File: src/rtl/ihtd_pkg.sv
// ----------------------------------------------------------------------------
// ihtd_pkg
// Shared types and constants for the interrupt handler table and dispatcher.
// ----------------------------------------------------------------------------
package ihtd_pkg;

   localparam int SLOT_COUNT  = 16;
   localparam int VECTOR_BITS = 8;
   localparam int SLOT_BITS   = $clog2(SLOT_COUNT);

   localparam int MASK_BITS   = 32;
   localparam int ID_BITS     = 8;
   localparam int CMD_BITS    = 2;
   localparam int STATUS_BITS = 2;
   localparam int DSLOT_BITS  = 4;

   localparam int REQ_DATA_BITS = 72;
   localparam int RSP_DATA_BITS = 24;

   localparam logic [MASK_BITS-1:0] FIFO_MASK_RESET = 32'h0004_0000;

   localparam logic [CMD_BITS-1:0] CMD_REGISTER = 2'd0;
   localparam logic [CMD_BITS-1:0] CMD_QUERY    = 2'd1;
   localparam logic [CMD_BITS-1:0] CMD_DISPATCH = 2'd2;

   typedef enum logic [STATUS_BITS-1:0] {
      STATUS_OK        = 2'd0,
      STATUS_ZERO_MASK = 2'd1,
      STATUS_FULL      = 2'd2,
      STATUS_NO_MATCH  = 2'd3
   } status_type;

   typedef enum logic [1:0] {
      ST_IDLE,
      ST_SCAN,
      ST_DONE
   } state_type;

   typedef struct packed {
      logic                   en;
      logic [SLOT_BITS-1:0]   idx;
      logic [MASK_BITS-1:0]   mask;
      logic [VECTOR_BITS-1:0] handler;
   } table_write_type;

   typedef struct packed {
      logic done;
      logic found;
   } match_result_type;

endpackage

File: src/rtl/ihtd_table.sv
// ----------------------------------------------------------------------------
// ihtd_table
// Slot storage: interrupt mask and handler vector per slot, with valid bits.
// ----------------------------------------------------------------------------
module ihtd_table (
   input  logic                            clock,
   input  logic                            reset,
   input  ihtd_pkg::table_write_type       wr,
   input  logic [ihtd_pkg::SLOT_BITS-1:0]  rd_idx,
   output logic [ihtd_pkg::MASK_BITS-1:0]  rd_mask,
   output logic [ihtd_pkg::VECTOR_BITS-1:0] rd_handler
);
   import ihtd_pkg::*;

   logic [MASK_BITS-1:0]   mask_ff    [SLOT_COUNT];
   logic [VECTOR_BITS-1:0] handler_ff [SLOT_COUNT];
   logic [SLOT_COUNT-1:0]  valid_ff;

   always_ff @(posedge clock) begin
      if (reset) begin
         valid_ff <= '0;
      end else if (wr.en) begin
         valid_ff[wr.idx] <= 1'b1;
      end
   end

   always_ff @(posedge clock) begin
      if (wr.en) begin
         mask_ff[wr.idx]    <= wr.mask;
         handler_ff[wr.idx] <= wr.handler;
      end
   end

   // empty slots read as zero
   always_comb begin
      rd_mask    = valid_ff[rd_idx] ? mask_ff[rd_idx]    : '0;
      rd_handler = valid_ff[rd_idx] ? handler_ff[rd_idx] : '0;
   end

endmodule

File: src/rtl/ihtd_match_unit.sv
// ----------------------------------------------------------------------------
// ihtd_match_unit
// Shared compare unit, checks one slot against the search key per cycle.
// ----------------------------------------------------------------------------
module ihtd_match_unit (
   input  logic                             dispatch,
   input  logic                             last,
   input  logic [ihtd_pkg::MASK_BITS-1:0]   key,
   input  logic [ihtd_pkg::MASK_BITS-1:0]   entry_mask,
   input  logic [ihtd_pkg::VECTOR_BITS-1:0] entry_handler,
   output ihtd_pkg::match_result_type       result
);
   import ihtd_pkg::*;

   logic empty;
   logic equal;
   logic overlap;

   always_comb begin
      empty   = (entry_mask == '0);
      equal   = (entry_mask == key);
      overlap = ((entry_mask & key) != '0) && (entry_handler != '0);
      if (dispatch) begin
         result.found = overlap;
         result.done  = empty || overlap || last;
      end else begin
         result.found = empty || equal;
         result.done  = empty || equal || last;
      end
   end

endmodule

File: src/rtl/irq_handler_table_dispatch.sv
// ----------------------------------------------------------------------------
// irq_handler_table_dispatch
// Vectored interrupt handler table with register, query and dispatch.
// ----------------------------------------------------------------------------
// usage:
//   req channel carries one command per transfer: register a handler, query
//   a handler, or dispatch pending flags. rsp channel returns one result per
//   command. csr channel writes the fifo flag mask and is always ready; write
//   it only while no command is in flight.
// timing:
//   after a transfer the table is walked one slot per cycle through a single
//   compare unit, stopping at the chosen slot, the first empty slot or the
//   last slot; a zero mask on register or query skips the walk. req_tready
//   is high only while idle.
// reset:
//   all slots read as empty, the fifo flag mask returns to 0x00040000 and
//   no result is pending.
// stall:
//   a finished result waits in the block until the rsp register is free;
//   req stays not ready during that time.
// ----------------------------------------------------------------------------
module irq_handler_table_dispatch (
   input  logic                                  clock,
   input  logic                                  reset,
   input  logic                                  req_tvalid,
   output logic                                  req_tready,
   // irq_mask [31:0], handler_id [39:32], irq_flags [71:40]
   input  logic [ihtd_pkg::REQ_DATA_BITS-1:0]    req_tdata,
   // cmd [1:0]
   input  logic [ihtd_pkg::CMD_BITS-1:0]         req_tuser,
   output logic                                  rsp_tvalid,
   input  logic                                  rsp_tready,
   // old_handler [7:0], fifo_service [8], dispatch_handler [16:9],
   // dispatch_slot [20:17], zero [23:21]
   output logic [ihtd_pkg::RSP_DATA_BITS-1:0]    rsp_tdata,
   // status [1:0]
   output logic [ihtd_pkg::STATUS_BITS-1:0]      rsp_tuser,
   input  logic                                  csr_valid,
   output logic                                  csr_ready,
   input  logic [ihtd_pkg::MASK_BITS-1:0]        csr_data
);
   import ihtd_pkg::*;

   state_type              state_ff, state_in;
   logic [SLOT_BITS-1:0]   idx_ff, idx_in;
   logic [CMD_BITS-1:0]    cmd_ff, cmd_in;
   logic [MASK_BITS-1:0]   key_ff, key_in;
   logic [ID_BITS-1:0]     hid_ff, hid_in;
   logic [MASK_BITS-1:0]   fifo_mask_ff;

   status_type             res_status_ff, res_status_in;
   logic [ID_BITS-1:0]     res_old_ff, res_old_in;
   logic                   res_fifo_ff, res_fifo_in;
   logic [ID_BITS-1:0]     res_dh_ff, res_dh_in;
   logic [DSLOT_BITS-1:0]  res_ds_ff, res_ds_in;

   logic                     rsp_valid_ff, rsp_valid_in;
   logic [RSP_DATA_BITS-1:0] rsp_data_ff, rsp_data_in;
   logic [STATUS_BITS-1:0]   rsp_user_ff, rsp_user_in;

   logic [MASK_BITS-1:0]   req_mask;
   logic [ID_BITS-1:0]     req_hid;
   logic [MASK_BITS-1:0]   req_flags;
   logic                   req_xfer;
   logic                   req_zero;
   logic                   rsp_free;
   logic                   load_rsp;

   logic [MASK_BITS-1:0]   entry_mask;
   logic [VECTOR_BITS-1:0] entry_handler;
   logic                   last;
   match_result_type       match;
   table_write_type        tbl_wr;

   assign req_mask  = req_tdata[31:0];
   assign req_hid   = req_tdata[39:32];
   assign req_flags = req_tdata[71:40];
   assign req_xfer  = req_tvalid && req_tready;
   assign req_zero  = !req_tuser[1] && (req_mask == '0);
   assign rsp_free  = !rsp_valid_ff || rsp_tready;
   assign last      = (idx_ff == SLOT_BITS'(SLOT_COUNT - 1));
   assign csr_ready = 1'b1;

   ihtd_table u_table (
      .clock      (clock),
      .reset      (reset),
      .wr         (tbl_wr),
      .rd_idx     (idx_ff),
      .rd_mask    (entry_mask),
      .rd_handler (entry_handler)
   );

   ihtd_match_unit u_match (
      .dispatch      (cmd_ff[1]),
      .last          (last),
      .key           (key_ff),
      .entry_mask    (entry_mask),
      .entry_handler (entry_handler),
      .result        (match)
   );

   // next state
   always_comb begin
      state_in = state_ff;
      case (state_ff)
         ST_IDLE: begin
            if (req_xfer) begin
               state_in = req_zero ? ST_DONE : ST_SCAN;
            end
         end
         ST_SCAN: begin
            if (match.done) begin
               state_in = ST_DONE;
            end
         end
         ST_DONE: begin
            if (rsp_free) begin
               state_in = ST_IDLE;
            end
         end
         default: state_in = ST_IDLE;
      endcase
   end

   // outputs and datapath control
   always_comb begin
      req_tready    = 1'b0;
      load_rsp      = 1'b0;
      idx_in        = idx_ff;
      cmd_in        = cmd_ff;
      key_in        = key_ff;
      hid_in        = hid_ff;
      res_status_in = res_status_ff;
      res_old_in    = res_old_ff;
      res_fifo_in   = res_fifo_ff;
      res_dh_in     = res_dh_ff;
      res_ds_in     = res_ds_ff;
      tbl_wr.en      = 1'b0;
      tbl_wr.idx     = idx_ff;
      tbl_wr.mask    = key_ff;
      tbl_wr.handler = VECTOR_BITS'(hid_ff);
      case (state_ff)
         ST_IDLE: begin
            req_tready = 1'b1;
            if (req_xfer) begin
               idx_in        = '0;
               cmd_in        = req_tuser;
               hid_in        = req_hid;
               res_old_in    = '0;
               res_dh_in     = '0;
               res_ds_in     = '0;
               res_fifo_in   = req_tuser[1] && ((req_flags & fifo_mask_ff) != '0);
               key_in        = req_tuser[1] ? (req_flags & ~fifo_mask_ff) : req_mask;
               res_status_in = req_zero ? STATUS_ZERO_MASK : STATUS_OK;
            end
         end
         ST_SCAN: begin
            if (match.done) begin
               if (match.found) begin
                  res_status_in = STATUS_OK;
                  if (cmd_ff[1]) begin
                     res_dh_in = ID_BITS'(entry_handler);
                     res_ds_in = DSLOT_BITS'(idx_ff);
                  end else begin
                     res_old_in = ID_BITS'(entry_handler);
                     tbl_wr.en  = (cmd_ff == CMD_REGISTER);
                  end
               end else begin
                  res_status_in = cmd_ff[1] ? STATUS_NO_MATCH : STATUS_FULL;
               end
            end else begin
               idx_in = idx_ff + 1'b1;
            end
         end
         ST_DONE: begin
            load_rsp = rsp_free;
         end
         default: begin
         end
      endcase
   end

   always_comb begin
      rsp_valid_in = rsp_valid_ff;
      rsp_data_in  = rsp_data_ff;
      rsp_user_in  = rsp_user_ff;
      if (load_rsp) begin
         rsp_valid_in = 1'b1;
         rsp_data_in  = {3'b000, res_ds_ff, res_dh_ff, res_fifo_ff, res_old_ff};
         rsp_user_in  = res_status_ff;
      end else if (rsp_tready) begin
         rsp_valid_in = 1'b0;
      end
   end

   always_ff @(posedge clock) begin
      if (reset) begin
         state_ff     <= ST_IDLE;
         rsp_valid_ff <= 1'b0;
         fifo_mask_ff <= FIFO_MASK_RESET;
      end else begin
         state_ff     <= state_in;
         rsp_valid_ff <= rsp_valid_in;
         if (csr_valid && csr_ready) begin
            fifo_mask_ff <= csr_data;
         end
      end
   end

   always_ff @(posedge clock) begin
      idx_ff        <= idx_in;
      cmd_ff        <= cmd_in;
      key_ff        <= key_in;
      hid_ff        <= hid_in;
      res_status_ff <= res_status_in;
      res_old_ff    <= res_old_in;
      res_fifo_ff   <= res_fifo_in;
      res_dh_ff     <= res_dh_in;
      res_ds_ff     <= res_ds_in;
      rsp_data_ff   <= rsp_data_in;
      rsp_user_ff   <= rsp_user_in;
   end

   assign rsp_tvalid = rsp_valid_ff;
   assign rsp_tdata  = rsp_data_ff;
   assign rsp_tuser  = rsp_user_ff;

   a_write_only_on_register: assert property (@(posedge clock) disable iff (reset)
      tbl_wr.en |-> (state_ff == ST_SCAN) && (cmd_ff == CMD_REGISTER) && match.found)
      else $error("table written outside a register command");

   a_result_from_done: assert property (@(posedge clock) disable iff (reset)
      $rose(rsp_tvalid) |-> $past(state_ff) == ST_DONE)
      else $error("result raised without a finished command");

   a_accept_starts_work: assert property (@(posedge clock) disable iff (reset)
      req_tvalid && req_tready |=> state_ff != ST_IDLE)
      else $error("accepted command did not start");

endmodule

File: config.mk
export PLATFORM = sky130hd
export DESIGN_NAME = irq_handler_table_dispatch
export DESIGN_NICKNAME = d
export VERILOG_FILES = /design/src/rtl/ihtd_pkg.sv /design/src/rtl/ihtd_table.sv /design/src/rtl/ihtd_match_unit.sv /design/src/rtl/irq_handler_table_dispatch.sv
export SDC_FILE = /design/constraint.sdc
export NUM_CORES = 1
export LEC_CHECK = 0
export BUFFER_PORTS_ARGS = -buffer_cell sky130_fd_sc_hd__buf_2
export CORE_MARGIN = 2
export CORE_UTILIZATION = 55
export CTS_BUF_LIST = sky130_fd_sc_hd__clkbuf_8
export CTS_CLUSTER_SIZE = 30
export DETAILED_ROUTE_END_ITERATION = 10
export PLACE_DENSITY = 0.74
export REMOVE_ABC_BUFFERS = 1
export SLEW_MARGIN = 5
export SYNTH_ARGS = -nofsm -noshare
export SYNTH_HDL_FRONTEND = slang
export SYNTH_HIERARCHICAL = 1
export SYNTH_SLANG_ARGS = --single-unit
File: constraint.sdc
create_clock -name clock -period 8.1 [get_ports clock]
set_input_delay 0 -clock clock [delete_from_list [all_inputs] [get_ports clock]]
set_output_delay 0 -clock clock [all_outputs]
set_load 0.005 [all_outputs]
Yosys cells after proc, flatten, opt, wreduce, memory -nomap -nowiden

Memories as Yosys holds them, arrays and structs flattened. A register that Yosys moved wholly into a read port is not among the register bits.
Cells that the tools add are included.

Register bits: 143
RAM bits: 640
Input port bits: 111
Output and inout port bits: 29
Memories kept: 2

$add $sub $neg: 1
Magnitude comparators: 2
Equal/unequal tests: 11
Muxes and demuxes: 47
Bitwise gates (word level): 5
Reductions and logical operators: 27

Memories:

| name               | words | width | read ports | clocked after memory_dff | write ports | RTL line         | RTL |
|---|---|---|---|---|---|---|---|
| u_table.mask_ff    | 16    | 32    | 1          | 1                        | 1           | ihtd_table.sv:15 | `logic [MASK_BITS-1:0] mask_ff [SLOT_COUNT];` |
| u_table.handler_ff | 16    | 8     | 1          | 1                        | 1           | ihtd_table.sv:16 | `logic [VECTOR_BITS-1:0] handler_ff [SLOT_COUNT];` |

Operator list:

| kind                | count |
|---|---|
| $and 32x32->32      | 3 |
| $logic_not 32->1    | 2 |
| $mux 32             | 2 |
| $mux 8              | 8 |
| $reduce_bool 32->1  | 2 |
| $eq 32x32->1        | 1 |
| $not 32->32         | 1 |
| $pmux 8 s2          | 2 |
| $mux 4              | 7 |
| $mux 2              | 8 |
| $or 16x16->16       | 1 |
| $pmux 4 s2          | 2 |
| $mux 1              | 14 |
| $ne 2x2->1 const B  | 7 |
| $reduce_and 5->1    | 2 |
| $reduce_and 3->1    | 3 |
| $reduce_bool 8->1   | 1 |
| $pmux 2 s3          | 1 |
| $logic_and 1x1->1   | 5 |
| $logic_or 1x1->1    | 5 |
| $lt 4x5->1 const B  | 1 |
| $add 4x1->4 const B | 1 |
| $bmux 1 s4          | 1 |
| $demux 1 s4         | 1 |
| 9 further kinds     | 12 |

Longest topological paths before layout

Depth after elaboration: 14
Gate-level depth with buffers: 18
Depth with buffers taken out: 16

By module

The synthesis kept the hierarchy.

By module, submodules not included:

| module                     | times used | cells an instance | area each (µm²) | seq. area each (µm²) |
|---|---|---|---|---|
| ihtd_table                 | 1          | 1063              | 24853.8         | 19538.7 |
| irq_handler_table_dispatch | 1          | 389               | 5071.1          | 3463.3 |
| ihtd_match_unit            | 1          | 72                | 686.9           | 0.0 |

Least setup slack after synthesis

No wires, ideal clock.

Path kind: register to register
Start point: register idx_ff[0]
End point: memory u_table.handler_ff[0][0], enable pin
Setup time: 489 ps
Data arrival time: 6654 ps
Data required time: 7611 ps
Path slack: 957 ps
Cell stages (with the launch flop): 17
Path buffers: 2
Clock period less this slack: 7143 ps
Cell sequence: edfxtp_1 -> buf_6 -> mux4_2 -> a22o_1 -> nor2_8 -> buf_12 -> a21oi_2 -> ha_1 -> nor4_2 -> nand4_1 -> nor2_1 -> nor2_1 -> o21ai_1 -> nand2b_1 -> nor4b_1 -> or3b_2 -> nor3_1

RTL lines:

| item                   | RTL line                          | RTL |
|---|---|---|
| from (decl)            | irq_handler_table_dispatch.sv:45  | `logic [SLOT_BITS-1:0] idx_ff, idx_in;` |
| from (signal assigned) | irq_handler_table_dispatch.sv:211 | `idx_ff <= idx_in;` |
| to (decl)              | ihtd_table.sv:16                  |  |

==> flow_summary.yaml <==
yosys:
  synth-seq-area-share_pct: 75.14
  yosysUniqueCellTypes: 46
  synthMuxAreaShare_pct: 13.12
  synth_top_cell_by_area: "edfxtp_1"
  synth_top_area_share_pct: 71.81
  yosys.area_share.adder_pct: 1.349
  synthCells: 1524
  synth_ff_type: "edfxtp_1"
  synth_compound_area_share_pct: 4.390
  synth_top_cells_by_area: "edfxtp_1 72%, mux4_2 12%, dfxtp_1 3.3%"
  synth.most_common_cell: "edfxtp_1"
  synth_common_cells: "732 x edfxtp_1, 163 x mux4_2, 96 x a22oi_1, 85 x nor2_1, 51 x dfxtp_1"
  synth_area_mm2: 0.03061
  async_reset_ff_share_pct: 0
  synth_top_family_by_area: "multiplexers"
  ys_ff_latch: 783
  synth.avg_cell_area_um2: 20.09
  synth_edf_count: 732
  synth-xor-area-share_pct: 0.05722
  synthSimpleGateAreaFrac_pct: 3.973
  ys.warnings.count: 6
clock_network:
  cts_max_level: 3
  cts_tree: "done"
  cts_resized: 0
  cts_sinks: 783
  cts_setup_buffers: 0
  clk_pin_slew_ns: 0.08
  cts_made_buffers: 116
  clockRootBuffer: "clkbuf_8"
  worst_skew_pair.late_latency_ns: 0.73
  hold_buffers: 158
  clock_path_buffers: 3
power:
  power_leakage_nw: 12.25
  power_density_mw_per_mm2: 226.4
  vdd_ir_drop_max_v: 0.0001491
timing:
  layout_min_cycle_time_ns: 7.055
  rsz0062_at_grt: "no"
  skew_ns: 0.04603
  timing.final.crit_share_pct: 87.10
  finalMaxSlewViolations: 0
  relSlewSlack_pct: 17.68
  tightest_slew_ns: 1.235
  setup_viol: 0
  fmax_ghz: 0.1417
  hold_viol: 0
  fin_tns_setup_ns: 0
  finalWorstSetupSlack_ns: 1.045
job:
  cap_violations: 0
setup_path:
  cp-end-kind: "flip-flop"
  worstSetupStartpointType: "flip-flop"
  cp_max_fo: 40
  crit_arrival_ns: 7.45
  critical_path_class: "flip-flop to flip-flop"
  required_ns: 8.49
floorplanning:
  io_pins: 140
  initial_core_util_pct: 55.56
  die_x_um: 239.9
  core_region_area_mm2: 0.05509
  die_h_um: 239.9
  num_rows: 86
  die_area_mm2: 0.05756
final_layout:
  fill_cells: 3566
  multi_input_area_mm2: 0.007161
  layout-drive-gt1-share_pct: 28.66
  final_nets: 2043
  area_growth_pct: 17.95
  regArea_mm2: 0.02300
route:
  dr.pass1.iters: 5
  routed_via_density: 6.108
  ant_nets: 0
  drt-initial-drc-count: 1826
  dr_total_vias: 16790
  wire_per_inst_um: 27.11
  drc: 0
  finalWirelength_um: 74510
global_route:
  overflow: 0
  grt_first_pass_wirelength_um: 111100
  gr-usage-all-layers_pct: 26.69
  antenna_found_initial: 1
  grt_start_max_net_pins: 140
  grt_pass1_vias: 17480
min_path:
  hp-class: "input port to flip-flop"
placed_design:
  hpwlAfterDp_um: 42110
  port_buffers: 135
  gp_congestion: 0.8134
  pre_cts_slack_ns: 1.161
status:
  status: "completed"
==> metal layers <==
| layer | vias to the layer above | global-route usage, % | wire length (um) |
|---|---|---|---|
| li1 | 7046 | - | - |
| met1 | 8735 | 35.53 | 28570 |
| met2 | 848 | 43.80 | 37130 |
| met3 | 157 | 4.914 | 5985 |
| met4 | 0 | 11.42 | 2823 |
| met5 | - | 0 | 0 |
==> final cells by class <==
class | instances | area share [%]
Multi-Input combinational cell | 629 | 19.83
Inverter | 33 | 0.3431
Clock buffer | 131 | 4.993
Sequential cell | 783 | 63.71
Clock inverter | 87 | 1.244
Timing Repair Buffer | 336 | 7.284
Tap cell | 748 | 2.592
Antenna cell | 1 | 0.006930
==> critical path, cell delays in order, from the launching register on <==
cell and delay (ns):
edfxtp_1 0.86, mux4_1 0.65, a22o_1 0.31, nor2_8 0.80, a21oi_2 0.09, ha_1 0.34, nor4_1 0.54, nand4_1 0.23
nor2_1 0.15, nor2_1 0.05, o21ai_1 0.23, nand2b_1 0.14, nor4b_1 0.51, or3b_2 0.62, nor2_4 0.81, buf_4 0.35
==> flip-flops by register name, summed over array words and instances, names as in the netlist, 16 cells and up <==
name / flops
u_table/valid_ff: 16
rsp_tdata: 21
fifo_mask_ff: 32
u_table/mask_ff: 512
u_table/handler_ff: 128
key_ff: 32
==> where the power goes <==
| group | leakage [nW] | internal [mW] | switching [mW] | total (mW) |
|---|---|---|---|---|
| Sequential | 7.07 | 4.51 | 0.102 | 4.61 |
| Clock | 1.30 | 1.57 | 1.47 | 3.04 |
| Combinational | 3.87 | 0.251 | 0.276 | 0.527 |
| Total | 12.2 | 6.33 | 1.84 | 8.18 |
==> placed cells by master (no fill, tap or decap), types with 4 or more instances in the layout <==
| cell type | instances |
|---|---|
| mux4_2 | 163 |
| dlygate4sd3_1 | 158 |
| clkinv_2 | 16 |
| clkinvlp_4 | 5 |
| a21oi_2 | 40 |
| nor2_4 | 13 |
| dfxtp_1 | 51 |
| clkbuf_8 | 131 |
| clkinv_1 | 21 |
| mux2i_1 | 32 |
| buf_12 | 4 |
| inv_1 | 74 |
| nand2b_1 | 8 |
| a21oi_1 | 5 |
| nor2_1 | 72 |
| nor3_2 | 4 |
| and2_1 | 13 |
| nand3b_1 | 35 |
| nand3_1 | 4 |
| nor4_2 | 9 |
| buf_4 | 39 |
| nor4_1 | 24 |
| buf_2 | 135 |
| o21ai_0 | 32 |
| edfxtp_1 | 732 |
| conb_1 | 4 |
| ha_1 | 33 |
| nand4_1 | 11 |
| a22oi_1 | 96 |
==> stage by stage <==
stage	hold slack, ns	utilization (%)	cells	area (um^2)	total power, mW
detailed placement	0.1788	58.58	2371	32270	5.143
floorplan	0.06907	-	1445	30150	4.982
global route	0.05958	65.54	2748	36110	8.441
CTS	0.002625	65.53	2747	36100	8.205
global placement	0.1765	58.58	2371	32270	5.128
finish	0.08687	65.54	2748	36110	8.175
==> path summary, 6_finish.rpt <==
kind	start	to	slack, ns	cells after the start
max	idx_ff[0]	u_table/mask_ff[4][20]	1.05	15
min	csr_data[18]	fifo_mask_ff[18]	0.09	3
max reg2reg	idx_ff[0]	u_table/mask_ff[4][20]	1.05	15
min reg2reg	res_dh_ff[7]	rsp_tdata[16]	0.41	0
==> kinds of logic after synthesis <==
kind of cell / after synthesis
other: 2
buffers and inverters: 114
DFF: 783
adders and majority gates: 33
muxes: 196
and+or+nand+nor: 212
xor gates and xnor gates: 2
AOI/OAI and AO/OA: 182
Note: power is estimated with default switching activity, not from simulation.
